[src/assert_macros.svh]
// Assertion macros shared by the modules of the scan response matcher.
`ifndef ASSERT_MACROS_SVH
`define ASSERT_MACROS_SVH
`ifndef ASSERT_OFF
`define ASSERT_PROP(lbl, clk, rst_n, prop) \
	lbl: assert property (@(posedge clk) disable iff (!rst_n) prop) \
		else $error("assertion failed");
`define ASSERT_NEVER(lbl, clk, rst_n, expr) \
	lbl: assert property (@(posedge clk) disable iff (!rst_n) !(expr)) \
		else $error("forbidden condition seen");
`else
`define ASSERT_PROP(lbl, clk, rst_n, prop)
`define ASSERT_NEVER(lbl, clk, rst_n, expr)
`endif
`endif

[src/tsrm_pkg.sv]
// Types, constants and command structs of the scan response matcher.
package tsrm_pkg;

	localparam int unsigned ENTRIES_DEF = 16;
	localparam int unsigned TCP_HDR_BYTES = 20;

	localparam logic [7:0] IP_PROTO_TCP = 8'd6;
	localparam logic [7:0] FLAG_SYN_ACK = 8'h12;
	localparam logic [7:0] FLAG_RST = 8'h04;
	localparam logic [5:0] IP_HDR_MIN = 6'd20;
	localparam logic [5:0] IP_HDR_MAX = 6'd60;
	localparam logic [4:0] CNT_MAX = 5'd31;

	typedef enum logic [1:0] {
		OP_REGISTER = 2'd0,
		OP_UNREGISTER = 2'd1,
		OP_PACKET = 2'd2,
		OP_READ = 2'd3
	} op_t;

	typedef enum logic [1:0] {
		ST_PENDING = 2'd0,
		ST_CLOSED = 2'd1,
		ST_OPEN = 2'd2
	} st_t;

	typedef enum logic [1:0] {
		S_IDLE,
		S_HOLD,
		S_READ_WAIT,
		S_WALK
	} state_t;

	typedef struct packed {
		logic [31:0] addr;
		logic [15:0] peer_port;
		logic [15:0] local_port;
		logic syn;
		st_t result;
		logic [31:0] saved_ack;
	} entry_t;

	typedef struct packed {
		op_t operation;
		logic [3:0] slot;
		logic [31:0] peer_addr;
		logic [15:0] peer_port;
		logic [15:0] local_port;
		logic syn_mode;
		logic [7:0] ip_proto;
		logic [3:0] ihl_words;
		logic [10:0] captured_len;
		logic [7:0] tcp_flag_bits;
		logic [31:0] ack_number;
	} req_word_t;

	typedef struct packed {
		logic [1:0] entry_status;
		logic [31:0] entry_ack;
		logic [4:0] match_count;
		logic header_ok;
	} rsp_word_t;

	typedef struct packed {
		logic fire;
		logic walk_issue;
		logic ld_zero;
		logic ld_read;
		logic ld_walk;
	} ctrl_cmd_t;

	typedef struct packed {
		op_t op;
		logic hdr_pass;
		logic issue_done;
		logic pipe_empty;
	} ctrl_sts_t;

endpackage

[src/tsrm_req_if.sv]
// Request channel carrying one operation word into the matcher.
interface tsrm_req_if;
	import tsrm_pkg::*;

	logic valid;
	logic ready;
	op_t operation;
	logic [3:0] slot;
	logic [31:0] peer_addr;
	logic [15:0] peer_port;
	logic [15:0] local_port;
	logic syn_mode;
	logic [7:0] ip_proto;
	logic [3:0] ihl_words;
	logic [10:0] captured_len;
	logic [7:0] tcp_flag_bits;
	logic [31:0] ack_number;

	modport source (
		output valid, operation, slot, peer_addr, peer_port, local_port, syn_mode,
		output ip_proto, ihl_words, captured_len, tcp_flag_bits, ack_number,
		input ready
	);

	modport sink (
		input valid, operation, slot, peer_addr, peer_port, local_port, syn_mode,
		input ip_proto, ihl_words, captured_len, tcp_flag_bits, ack_number,
		output ready
	);
endinterface

[src/tsrm_rsp_if.sv]
// Response channel carrying one result word out of the matcher.
interface tsrm_rsp_if;
	logic valid;
	logic ready;
	logic [1:0] entry_status;
	logic [31:0] entry_ack;
	logic [4:0] match_count;
	logic header_ok;

	modport source (
		output valid, entry_status, entry_ack, match_count, header_ok,
		input ready
	);

	modport sink (
		input valid, entry_status, entry_ack, match_count, header_ok,
		output ready
	);
endinterface

[src/tcp_scan_response_matcher_core.sv]
// Top level of the TCP scan response matcher: controller, datapath and channel wiring.
//
// The block holds ENTRIES probe expectations in a single-port-read RAM, with valid and
// written bits in flip-flops so the table reads as cleared right after reset and no
// clearing pass is needed. Register and unregister words and a packet that fails the
// protocol or length check load their result once the output register is free; a read
// also waits for its registered RAM read. A packet that passes walks the whole table
// through the RAM read port, one entry per cycle with the compare and write-back one
// stage behind, and loads its match count once drained and the output register is free.
// One word is processed at a time; a new request word is accepted as soon as the
// previous one is finished, even while its result still waits in the output register.
module tcp_scan_response_matcher_core #(
	parameter int unsigned ENTRIES = tsrm_pkg::ENTRIES_DEF
) (
	input logic clk,
	input logic arst_n,
	tsrm_req_if.sink req,
	tsrm_rsp_if.source rsp
);
	import tsrm_pkg::*;

	req_word_t req_w;
	rsp_word_t rsp_w;
	ctrl_cmd_t cmd;
	ctrl_sts_t sts;

	assign req_w.operation = req.operation;
	assign req_w.slot = req.slot;
	assign req_w.peer_addr = req.peer_addr;
	assign req_w.peer_port = req.peer_port;
	assign req_w.local_port = req.local_port;
	assign req_w.syn_mode = req.syn_mode;
	assign req_w.ip_proto = req.ip_proto;
	assign req_w.ihl_words = req.ihl_words;
	assign req_w.captured_len = req.captured_len;
	assign req_w.tcp_flag_bits = req.tcp_flag_bits;
	assign req_w.ack_number = req.ack_number;

	tsrm_ctrl u_ctrl (
		.clk(clk),
		.arst_n(arst_n),
		.req_valid(req.valid),
		.req_ready(req.ready),
		.rsp_valid(rsp.valid),
		.rsp_ready(rsp.ready),
		.sts(sts),
		.cmd(cmd)
	);

	tsrm_datapath #(
		.ENTRIES(ENTRIES)
	) u_datapath (
		.clk(clk),
		.arst_n(arst_n),
		.req_w(req_w),
		.cmd(cmd),
		.sts(sts),
		.rsp_w(rsp_w)
	);

	assign rsp.entry_status = rsp_w.entry_status;
	assign rsp.entry_ack = rsp_w.entry_ack;
	assign rsp.match_count = rsp_w.match_count;
	assign rsp.header_ok = rsp_w.header_ok;
endmodule

[src/tsrm_ram.sv]
// Generic single write port RAM with one registered read port.
module tsrm_ram #(
	parameter int unsigned WIDTH = 8,
	parameter int unsigned DEPTH = 16,
	localparam int unsigned AW = (DEPTH > 1) ? $clog2(DEPTH) : 1
) (
	input logic clk,
	input logic we,
	input logic [AW-1:0] waddr,
	input logic [WIDTH-1:0] wdata,
	input logic re,
	input logic [AW-1:0] raddr,
	output logic [WIDTH-1:0] rdata
);
	logic [WIDTH-1:0] mem_q [DEPTH];

	always_ff @(posedge clk) begin
		if (we) begin
			mem_q[waddr] <= wdata;
		end
		if (re) begin
			rdata <= mem_q[raddr];
		end
	end
endmodule

[src/tsrm_datapath.sv]
// Entry table, header check, table walk and result register of the matcher.
`include "assert_macros.svh"

module tsrm_datapath #(
	parameter int unsigned ENTRIES = tsrm_pkg::ENTRIES_DEF
) (
	input logic clk,
	input logic arst_n,
	input tsrm_pkg::req_word_t req_w,
	input tsrm_pkg::ctrl_cmd_t cmd,
	output tsrm_pkg::ctrl_sts_t sts,
	output tsrm_pkg::rsp_word_t rsp_w
);
	import tsrm_pkg::*;

	localparam int unsigned AW = (ENTRIES > 1) ? $clog2(ENTRIES) : 1;
	localparam int unsigned CW = $clog2(ENTRIES + 1);
	localparam int unsigned SXW = AW + 5;

	logic [ENTRIES-1:0] valid_q;
	logic [ENTRIES-1:0] written_q;
	logic [CW-1:0] issue_cnt_q;
	logic cmp_vld_s1;
	logic [AW-1:0] cmp_idx_s1;
	logic rd_ok_s1;
	logic [4:0] match_cnt_q;
	logic [31:0] pkt_addr_q;
	logic [15:0] pkt_pport_q;
	logic [15:0] pkt_lport_q;
	logic [7:0] pkt_flags_q;
	logic [31:0] pkt_ack_q;
	rsp_word_t rsp_q;

	logic [SXW-1:0] slot_x;
	logic in_table;
	logic [AW-1:0] slot_idx;
	logic [AW-1:0] issue_idx;
	logic [5:0] hdr_bytes;
	logic is_reg;
	logic is_unreg;
	logic is_read;
	logic is_pkt;
	logic hit;
	entry_t rd_entry;
	entry_t reg_entry;
	entry_t upd_entry;
	logic ram_we;
	logic [AW-1:0] ram_waddr;
	entry_t ram_wdata;
	logic ram_re;
	logic [AW-1:0] ram_raddr;

	assign slot_x = SXW'(req_w.slot);
	assign in_table = slot_x < SXW'(ENTRIES);
	assign slot_idx = slot_x[AW-1:0];
	assign issue_idx = issue_cnt_q[AW-1:0];

	assign is_reg = cmd.fire && (req_w.operation == OP_REGISTER) && in_table;
	assign is_unreg = cmd.fire && (req_w.operation == OP_UNREGISTER) && in_table;
	assign is_read = cmd.fire && (req_w.operation == OP_READ) && in_table;
	assign is_pkt = cmd.fire && (req_w.operation == OP_PACKET);

	assign hdr_bytes = {req_w.ihl_words, 2'b00};

	assign sts.op = req_w.operation;
	assign sts.hdr_pass = (req_w.ip_proto == IP_PROTO_TCP) && (hdr_bytes >= IP_HDR_MIN) &&
		(hdr_bytes <= IP_HDR_MAX) &&
		(req_w.captured_len >= (11'(hdr_bytes) + 11'(TCP_HDR_BYTES)));
	assign sts.issue_done = (issue_cnt_q == CW'(ENTRIES));
	assign sts.pipe_empty = !cmp_vld_s1;

	assign hit = cmp_vld_s1 && valid_q[cmp_idx_s1] && (rd_entry.addr == pkt_addr_q) &&
		(rd_entry.peer_port == pkt_pport_q) && (rd_entry.local_port == pkt_lport_q);

	always_comb begin
		upd_entry = rd_entry;
		if (rd_entry.syn) begin
			if ((pkt_flags_q & FLAG_SYN_ACK) == FLAG_SYN_ACK) begin
				upd_entry.saved_ack = pkt_ack_q;
				upd_entry.result = ST_OPEN;
			end else if ((pkt_flags_q & FLAG_RST) != 8'd0) begin
				upd_entry.result = ST_CLOSED;
			end
		end else if ((pkt_flags_q & FLAG_RST) != 8'd0) begin
			upd_entry.result = ST_CLOSED;
		end
	end

	always_comb begin
		reg_entry.addr = req_w.peer_addr;
		reg_entry.peer_port = req_w.peer_port;
		reg_entry.local_port = req_w.local_port;
		reg_entry.syn = req_w.syn_mode;
		reg_entry.result = ST_PENDING;
		reg_entry.saved_ack = '0;
	end

	assign ram_we = is_reg || hit;
	assign ram_waddr = hit ? cmp_idx_s1 : slot_idx;
	assign ram_wdata = hit ? upd_entry : reg_entry;
	assign ram_re = is_read || cmd.walk_issue;
	assign ram_raddr = cmd.walk_issue ? issue_idx : slot_idx;

	tsrm_ram #(
		.WIDTH($bits(entry_t)),
		.DEPTH(ENTRIES)
	) u_table (
		.clk(clk),
		.we(ram_we),
		.waddr(ram_waddr),
		.wdata(ram_wdata),
		.re(ram_re),
		.raddr(ram_raddr),
		.rdata(rd_entry)
	);

	always_ff @(posedge clk or negedge arst_n) begin
		if (!arst_n) begin
			valid_q <= '0;
			written_q <= '0;
			issue_cnt_q <= '0;
			cmp_vld_s1 <= 1'b0;
		end else begin
			if (is_reg) begin
				valid_q[slot_idx] <= 1'b1;
				written_q[slot_idx] <= 1'b1;
			end
			if (is_unreg) begin
				valid_q[slot_idx] <= 1'b0;
			end
			if (is_pkt) begin
				issue_cnt_q <= '0;
			end else if (cmd.walk_issue) begin
				issue_cnt_q <= issue_cnt_q + CW'(1);
			end
			cmp_vld_s1 <= cmd.walk_issue;
		end
	end

	always_ff @(posedge clk) begin
		cmp_idx_s1 <= issue_idx;
		if (cmd.fire) begin
			rd_ok_s1 <= in_table && written_q[slot_idx];
		end
		if (is_pkt) begin
			pkt_addr_q <= req_w.peer_addr;
			pkt_pport_q <= req_w.peer_port;
			pkt_lport_q <= req_w.local_port;
			pkt_flags_q <= req_w.tcp_flag_bits;
			pkt_ack_q <= req_w.ack_number;
			match_cnt_q <= '0;
		end else if (hit && (match_cnt_q < CNT_MAX)) begin
			match_cnt_q <= match_cnt_q + 5'd1;
		end
		if (cmd.ld_zero) begin
			rsp_q <= '0;
		end else if (cmd.ld_read) begin
			rsp_q.entry_status <= rd_ok_s1 ? rd_entry.result : ST_PENDING;
			rsp_q.entry_ack <= rd_ok_s1 ? rd_entry.saved_ack : 32'd0;
			rsp_q.match_count <= '0;
			rsp_q.header_ok <= 1'b0;
		end else if (cmd.ld_walk) begin
			rsp_q.entry_status <= ST_PENDING;
			rsp_q.entry_ack <= '0;
			rsp_q.match_count <= match_cnt_q;
			rsp_q.header_ok <= 1'b1;
		end
	end

	assign rsp_w = rsp_q;

	`ASSERT_PROP(a_cmp_follows_issue, clk, arst_n, cmp_vld_s1 == $past(cmd.walk_issue))
	`ASSERT_PROP(a_issue_in_range, clk, arst_n, issue_cnt_q <= CW'(ENTRIES))
endmodule

[src/tsrm_ctrl.sv]
// Sequencing state machine of the matcher: accept, table walk and result hand-off.
`include "assert_macros.svh"

module tsrm_ctrl (
	input logic clk,
	input logic arst_n,
	input logic req_valid,
	output logic req_ready,
	output logic rsp_valid,
	input logic rsp_ready,
	input tsrm_pkg::ctrl_sts_t sts,
	output tsrm_pkg::ctrl_cmd_t cmd
);
	import tsrm_pkg::*;

	state_t state_q;
	state_t state_d;
	logic out_valid_q;
	logic free;
	logic ld_any;

	assign free = !out_valid_q || rsp_ready;
	assign ld_any = cmd.ld_zero || cmd.ld_read || cmd.ld_walk;

	always_ff @(posedge clk or negedge arst_n) begin
		if (!arst_n) begin
			state_q <= S_IDLE;
			out_valid_q <= 1'b0;
		end else begin
			state_q <= state_d;
			if (ld_any) begin
				out_valid_q <= 1'b1;
			end else if (rsp_ready) begin
				out_valid_q <= 1'b0;
			end
		end
	end

	always_comb begin
		state_d = state_q;
		cmd = '0;
		req_ready = 1'b0;
		unique case (state_q)
			S_IDLE: begin
				req_ready = 1'b1;
				if (req_valid) begin
					cmd.fire = 1'b1;
					if (sts.op == OP_READ) begin
						state_d = S_READ_WAIT;
					end else if ((sts.op == OP_PACKET) && sts.hdr_pass) begin
						state_d = S_WALK;
					end else if (free) begin
						cmd.ld_zero = 1'b1;
					end else begin
						state_d = S_HOLD;
					end
				end
			end
			S_HOLD: begin
				if (free) begin
					cmd.ld_zero = 1'b1;
					state_d = S_IDLE;
				end
			end
			S_READ_WAIT: begin
				if (free) begin
					cmd.ld_read = 1'b1;
					state_d = S_IDLE;
				end
			end
			S_WALK: begin
				cmd.walk_issue = !sts.issue_done;
				if (sts.issue_done && sts.pipe_empty && free) begin
					cmd.ld_walk = 1'b1;
					state_d = S_IDLE;
				end
			end
		endcase
	end

	assign rsp_valid = out_valid_q;

	`ASSERT_NEVER(a_no_overwrite, clk, arst_n, ld_any && out_valid_q && !rsp_ready)
	`ASSERT_PROP(a_read_done, clk, arst_n, (state_q == S_READ_WAIT && free) |=> (out_valid_q && state_q == S_IDLE))
endmodule
[src/flat_wrapper.sv]
// flat-port wrapper written by rule: the top's interface ports become plain ports
module tcp_scan_response_matcher_core_flat import tsrm_pkg::*;
#(
	parameter int unsigned ENTRIES = tsrm_pkg::ENTRIES_DEF
)
  (clk, arst_n, req_valid, req_operation, req_slot, req_peer_addr, req_peer_port, req_local_port, req_syn_mode, req_ip_proto, req_ihl_words, req_captured_len, req_tcp_flag_bits, req_ack_number, req_ready, rsp_valid, rsp_entry_status, rsp_entry_ack, rsp_match_count, rsp_header_ok, rsp_ready);
  tsrm_req_if req_i ();
  tsrm_rsp_if rsp_i ();
  input logic clk;
  input logic arst_n;
  input wire logic [$bits(req_i.valid)-1:0] req_valid;
  input wire logic [$bits(req_i.operation)-1:0] req_operation;
  input wire logic [$bits(req_i.slot)-1:0] req_slot;
  input wire logic [$bits(req_i.peer_addr)-1:0] req_peer_addr;
  input wire logic [$bits(req_i.peer_port)-1:0] req_peer_port;
  input wire logic [$bits(req_i.local_port)-1:0] req_local_port;
  input wire logic [$bits(req_i.syn_mode)-1:0] req_syn_mode;
  input wire logic [$bits(req_i.ip_proto)-1:0] req_ip_proto;
  input wire logic [$bits(req_i.ihl_words)-1:0] req_ihl_words;
  input wire logic [$bits(req_i.captured_len)-1:0] req_captured_len;
  input wire logic [$bits(req_i.tcp_flag_bits)-1:0] req_tcp_flag_bits;
  input wire logic [$bits(req_i.ack_number)-1:0] req_ack_number;
  output wire logic [$bits(req_i.ready)-1:0] req_ready;
  output wire logic [$bits(rsp_i.valid)-1:0] rsp_valid;
  output wire logic [$bits(rsp_i.entry_status)-1:0] rsp_entry_status;
  output wire logic [$bits(rsp_i.entry_ack)-1:0] rsp_entry_ack;
  output wire logic [$bits(rsp_i.match_count)-1:0] rsp_match_count;
  output wire logic [$bits(rsp_i.header_ok)-1:0] rsp_header_ok;
  input wire logic [$bits(rsp_i.ready)-1:0] rsp_ready;
  assign req_i.valid = req_valid;
  assign req_i.operation = req_operation;
  assign req_i.slot = req_slot;
  assign req_i.peer_addr = req_peer_addr;
  assign req_i.peer_port = req_peer_port;
  assign req_i.local_port = req_local_port;
  assign req_i.syn_mode = req_syn_mode;
  assign req_i.ip_proto = req_ip_proto;
  assign req_i.ihl_words = req_ihl_words;
  assign req_i.captured_len = req_captured_len;
  assign req_i.tcp_flag_bits = req_tcp_flag_bits;
  assign req_i.ack_number = req_ack_number;
  assign req_ready = req_i.ready;
  assign rsp_valid = rsp_i.valid;
  assign rsp_entry_status = rsp_i.entry_status;
  assign rsp_entry_ack = rsp_i.entry_ack;
  assign rsp_match_count = rsp_i.match_count;
  assign rsp_header_ok = rsp_i.header_ok;
  assign rsp_i.ready = rsp_ready;
  tcp_scan_response_matcher_core #(.ENTRIES(ENTRIES)) u_core (.clk(clk), .arst_n(arst_n), .req(req_i), .rsp(rsp_i));
endmodule
[config.mk]
export PLATFORM = sky130hd
export DESIGN_NAME = tcp_scan_response_matcher_core_flat
export DESIGN_NICKNAME = d
export VERILOG_FILES = /design/src/tsrm_pkg.sv /design/src/tsrm_req_if.sv /design/src/tsrm_rsp_if.sv /design/src/tcp_scan_response_matcher_core.sv /design/src/tsrm_ram.sv /design/src/tsrm_datapath.sv /design/src/tsrm_ctrl.sv /design/src/flat_wrapper.sv
export VERILOG_INCLUDE_DIRS = /design/src /design/src/src
export SDC_FILE = /design/constraint.sdc
export NUM_CORES = 2
export LEC_CHECK = 0
export BUFFER_PORTS_ARGS = -buffer_cell sky130_fd_sc_hd__clkbuf_2
export CORE_MARGIN = 2
export CORE_UTILIZATION = 49
export CTS_CLUSTER_DIAMETER = 80
export CTS_CLUSTER_SIZE = 30
export DETAILED_ROUTE_END_ITERATION = 16
export PLACE_DENSITY_LB_ADDON = 0.05
export SLEW_MARGIN = 40
export SYNTH_ARGS = -nofsm -noshare
export SYNTH_HDL_FRONTEND = slang
export SYNTH_HIERARCHICAL = 1
export SYNTH_SLANG_ARGS = --single-unit
[constraint.sdc]
create_clock -name clk -period 16.4 [get_ports clk]
set_input_delay 2.46 -clock clk [delete_from_list [all_inputs] [get_ports clk]]
set_output_delay 2.46 -clock clk [all_outputs]
set_load 0.1 [all_outputs]
* Word-level counts from Yosys, hierarchy flattened *
Memory sizes are Yosys's and may differ from the RTL's. A register that Yosys moved wholly into a read port is not among the register bits.
Cells that the tools add are included.

word-level totals
  memories = 1
  bits in writable memories = 1,584
  latch bits = 0
  output and inout bits = 42
  register bits = 192
  input bits = 138
  bits in read-only memories = 0

cells by class
  add/subtract/negate cells = 3
  reduce and logical (&&, ||, !) cells = 36
  shift operators = 0
  divide/modulo/power cells = 0
  order comparisons = 8
  bitwise operators = 4
  mux-type cells = 45
  multipliers = 0
  eq/ne operators = 16

memory list
  memory                           depth  bits a word  read ports  clocked after Yosys merged registers in  write ports  RTL line        text
  u_core.u_datapath.u_table.mem_q  16     99           1           1                                        1            tsrm_ram.sv:15  logic [WIDTH-1:0] mem_q [DEPTH];

operators by type and width
  operator             count
  $mux 99              1
  $mux 32              3
  $mux 40              2
  $eq 16x16->1         2
  $eq 32x32->1         1
  $mux 16              2
  $or 16x16->16        2
  $logic_and 1x1->1    20
  $mux 2               10
  $mux 1               18
  $and 16x16->16       1
  $not 16->16          1
  $lt 4x5->1 const B   3
  $ge 11x7->1          1
  $add 5x1->5 const B  2
  $eq 2x2->1 const B   5
  $mux 5               2
  $bmux 1 s4           2
  $eq 8x3->1 const B   1
  $mux 4               2
  $add 6x5->7 const B  1
  $ge 6x5->1 const B   1
  $le 6x6->1 const B   1
  $pmux 2 s3           1
  15 further kinds     27

* Depth between registers and ports, before layout *
  depth after elaboration = 12
  depth in mapped cells = 15

* Cells and area by module *
The synthesis kept the hierarchy.

by module, submodules not included
  module         instances  cells each  area each (um^2)  sequential area each (um^2)
  tsrm_ram       1          2,534       62,202.2          50,538.5
  tsrm_datapath  1          779         9,342.7           4,934.7
  tsrm_ctrl      1          31          289.0             75.1

* Worst setup path after synthesis *
No wires, ideal clock.

  kind = in2reg
  start = in req_valid
  end = mem u_core/u_datapath/u_table/mem_q[0][0] (netlist name) (enable)
  stages on the path = 5
  path buffers = 0
  slack = 5.410 ns
  arrival time = 10.311 ns
  library setup time = 0.679 ns
  required time = 15.721 ns
  path through = and2_2 nor3b_1 or2_1 or3b_1 nor3_1

between the ends
  cells in the longest elaborated chain, start to end = 7

RTL lines
  element                             RTL line             text
  from (decl)                         flat_wrapper.sv:11   input wire logic [$bits(req_i.valid)-1:0] req_valid;
  $mux 1                              tsrm_ctrl.sv:46      if (req_valid) begin
  $mux 1                              tsrm_ctrl.sv:43      unique case (state_q)
  $logic_and 1x1->1 (2 in a row)      tsrm_datapath.sv:58  assign is_reg = cmd.fire && (req_w.operation == OP_REGISTER) && in_table;
  $logic_or 1x1->1                    tsrm_datapath.sv:98  assign ram_we = is_reg || hit;
  named net u_core.u_datapath.ram_we  tsrm_datapath.sv:47  logic ram_we;
  $mux 1                              tsrm_ram.sv:18       if (we) begin
  $mux 1 (not written as such)        tsrm_ram.sv:19       mem_q[waddr] <= wdata;
  to (decl)                           tsrm_ram.sv:15

The timed path passes the listed nets, and every way through them passes these cells.

* Final worst setup path *
  start = reg u_core.u_datapath.u_table.rdata[85] (read register of u_core.u_datapath.u_table.mem_q)
  end = mem u_core/u_datapath/u_table/mem_q[3][69] (netlist name) (enable)

RTL lines
  element                                   RTL line             text
  from (decl)                               tsrm_ram.sv:13       output logic [WIDTH-1:0] rdata
  $eq 32x32->1                              tsrm_datapath.sv:72  assign hit = cmp_vld_s1 && valid_q[cmp_idx_s1] && (rd_entry.addr == pkt_addr_q) &&
  $logic_and 1x1->1 (2 in a row)            tsrm_datapath.sv:72
  $logic_and 1x1->1                         tsrm_datapath.sv:73  (rd_entry.peer_port == pkt_pport_q) && (rd_entry.local_port == pkt_lport_q);
  $mux 4                                    tsrm_datapath.sv:99  assign ram_waddr = hit ? cmp_idx_s1 : slot_idx;
  named net u_core.u_datapath.ram_waddr[2]  tsrm_datapath.sv:48  logic [AW-1:0] ram_waddr;

The timed path passes the listed nets, and every way through them passes these cells.

==> flow_metrics.py <==
metrics = {
    "power": {
        "peakVddDrop_mv": 0.08347,
        "leakagePower_nw": 26.35,
        "total_power_mw": 9.698,
        "powerDensity_nw_per_um2": 122.8,
    },
    "logic_synthesis": {
        "ys_seq_area_share_pct": 77.33,
        "yosysTopAreaCellShare_pct": 74.53,
        "ys_warn_count": 6,
        "yosys.area_share.simple_pct": 2.689,
        "synth_cells": 3344,
        "avgSynthCellArea_um2": 21.48,
        "synth_top_family_by_area": "multiplexers",
        "synthTopCellsByArea": "edfxtp_1 75%, mux4_2 13%, a22oi_1 2.4%, mux2_4 1.4%, dfrtp_1 1.4%",
        "async_reset_ff_share_pct": 2.189,
        "synth_seq_cells": 1873,
        "syn-cell-area_um2": 71830,
        "syn-num-nets": 3498,
        "synth-compound-area-share_pct": 3.083,
        "yosys.area_share.adder_pct": 0.2787,
        "synth_top_area_cell": "edfxtp_1",
        "synth_flop_cell": "edfxtp_1",
        "muxShareOfSynthArea_pct": 14.39,
        "synth_edf_count": 1783,
        "synthXorXnorAreaFrac_pct": 0.7072,
        "yosysUniqueCellTypes": 66,
    },
    "global_routing": {
        "grt_max_degree": 85,
        "grt_pass1_vias": 35080,
        "overflow": 0,
        "grt_pass1_wl_mm": 255.1,
        "grtUsageTotal_pct": 23.96,
        "antenna_found_initial": 14,
    },
    "worst_setup_path": {
        "arrival_ns": 6.38,
        "worstSetupEndpointType": "register",
        "path_class": "reg -> reg",
        "required_ns": 16.76,
        "worst-path-max-fanout": 46,
        "crit_path_start_kind": "register",
    },
    "routing": {
        "drt_wl_total_mm": 179.7,
        "dr.pass1.iters": 7,
        "drcViolationCount": 0,
        "ant_nets": 0,
        "viasPerCell": 6.241,
        "wire_per_inst_um": 32.60,
        "drt_iter0_drc": 3410,
        "vias": 34410,
    },
    "sta": {
        "fmax_mhz": 166.1,
        "final-hold-violation-count": 0,
        "slew_viol_final": 0,
        "rsz0062_at_grt": "no",
        "setup_viol": 0,
        "layout_min_cycle_time_ns": 6.021,
        "whs_ns": 0.4736,
        "worstMarginPinSlew_ns": 0.9069,
        "final.setup.tns_ns": 0,
        "layout_setup_ws_ns": 10.38,
        "fin_crit_sh_pct": 36.71,
        "skew_ns": 0.04185,
        "relSlewSlack_pct": 39.54,
    },
    "placement": {
        "place_ws_ns": 9.729,
        "port_buffers": 174,
        "dp.final_hpwl_mm": 95.26,
        "placed_cell_area_um2": 75520,
        "numPlacedInstances": 5346,
        "gp_congestion": 0.7741,
    },
    "clock_network": {
        "cts_tree": "done",
        "cts_max_path_buffers": 3,
        "cts.clk_slew.worst_paths_ns": 0.11,
        "root_buffer": "clkbuf_16",
        "ctsHoldBuffers": 0,
        "h-tree-depth": 3,
        "ctsResizeCount": 0,
        "postCtsSetupBuffers": 0,
        "cts-buffers-inserted": 91,
        "clock-sinks": 1873,
        "clkLatencyLatePin_ns": 0.75,
    },
    "floorplan": {
        "fp.dieH_um": 386.9,
        "die_area_um2": 149700,
        "chipWidth_um": 386.9,
        "rows": 140,
        "pin_count": 180,
        "initial_core_util_pct": 49.35,
        "core_area_um2": 145600,
    },
    "final_layout": {
        "fin_nets": 3680,
        "area_growth_pct": 9.899,
        "drive_above_1_share_pct": 27.21,
        "finalInstanceArea_um2": 78940,
        "final_common_cell": "edfxtp_1",
        "final_cells": 5514,
        "final_cell_mix": "1783 x edfxtp_1, 401 x mux4_2, 232 x a22oi_1, 177 x nand2_1, 173 x clkbuf_2",
        "final_util_pct": 54.23,
    },
    "worst_hold_path": {
        "hold_path_class": "reg -> reg",
    },
    "run_status": {
        "status": "finished clean",
    },
    "run": {
        "maxCapViolations": 0,
    },
}
## cell families (layout without fill, tap and decap cells)
group	Yosys count	in the layout
flops	1873	1873
mux	490	490
simple gates	410	410
compound gates	310	310
buf+inv	187	437
xor+xnor	58	58
fa+ha+maj	16	16
other cells	0	3
## critical path: stages, from the launching register on
cell	delay, ns
edfxtp_1	0.42
xor2_1	0.26
nor4_1	0.70
nand4_1	0.24
nor4_4	0.68
and4_4	0.66
mux2_4	0.36
or3b_1	0.54
nor2_4	0.31
buf_6	0.65
buf_4	0.77
## area by class of cell
type	count	area (um2)
multi-input combinational	1284	15560
antenna	3	7.507
tap	1917	2399
clock inverter	55	797.0
clock buffer	106	2417
fill	11040	66620
sequential	1873	55550
timing repair buffer	259	2147
inverter	17	71.32
## power by group
group          leakage [nW]  internal [mW]  switching, mW
registers              18.2           5.39         0.0966
logic                  6.60          0.516          0.896
clock network          1.54           1.18           1.62
total                  26.4           7.09           2.61
## cells in the mapped netlist, types with 7 or more instances
library cell	n
edfxtp_1	1783
mux4_2	401
a22oi_1	232
nand2_1	177
nor2_1	96
clkbuf_1	72
mux2_4	69
xor2_1	53
dfxtp_1	49
a21oi_1	47
dfrtp_1	41
buf_2	36
buf_6	25
nand2b_1	20
buf_1	19
or2_2	19
inv_1	17
nand4_1	17
nor4_1	17
ha_1	16
nor2b_1	14
mux2i_1	11
buf_4	10
nand3_1	9
nor3_1	7
## final timing paths
| path | startpoint | to | slack (ns) | cells past startpoint |
|---|---|---|---|---|
| worst min register to register | u_core/u_datapath/written_q[0]$_DFFE_PN0P_ | u_core/u_datapath/written_q[0]$_DFFE_PN0P_ | 0.47 | 1 |
| worst max-delay path | u_core/u_datapath/u_table/rdata[85]$_DFFE_PP_ | u_core/u_datapath/u_table/mem_q[3][69]$_DFFE_PP_ | 10.38 | 10 |
| worst min-delay path | u_core/u_datapath/written_q[0]$_DFFE_PN0P_ | u_core/u_datapath/written_q[0]$_DFFE_PN0P_ | 0.47 | 1 |
| min in group asynchronous | arst_n | u_core/u_datapath/written_q[12]$_DFFE_PN0P_ | 1.76 | 1 |
| worst max register to register | u_core/u_datapath/u_table/rdata[85]$_DFFE_PP_ | u_core/u_datapath/u_table/mem_q[3][69]$_DFFE_PP_ | 10.38 | 10 |
| max in group asynchronous | arst_n | u_core/u_datapath/issue_cnt_q[1]$_DFFE_PN0P_ | 14.25 | 1 |
## registers in the layout, indices dropped and copies added (netlist names)
register / cells
u_core/u_ctrl/rsp_valid: 1
u_core/u_datapath/u_table/mem_q: 1584
u_core/u_datapath/issue_cnt_q: 5
u_core/u_datapath/pkt_flags_q: 3
u_core/u_datapath/pkt_lport_q: 16
u_core/u_datapath/pkt_pport_q: 16
u_core/u_datapath/pkt_addr_q: 32
u_core/u_datapath/match_cnt_q: 5
u_core/u_datapath/cmp_vld_s1: 1
u_core/u_datapath/rd_ok_s1: 1
u_core/u_datapath/cmp_idx_s1: 4
u_core/u_datapath/u_table/rdata: 99
u_core/u_datapath/valid_q: 16
u_core/u_datapath/pkt_ack_q: 32
u_core/u_ctrl/state_q: 2
u_core/u_datapath/rsp_w: 40
u_core/u_datapath/written_q: 16
## metal layers
metal  vias up  track usage (%)  share of wire (%)
li1      14190                -                  -
met1     18920            33.56                 42
met2      1078            39.96                 50
met3       212            3.889                6.0
met4        18            5.333                2.2
met5         -                0              0.063
No activity file was read; power rests on OpenSTA's default activity.
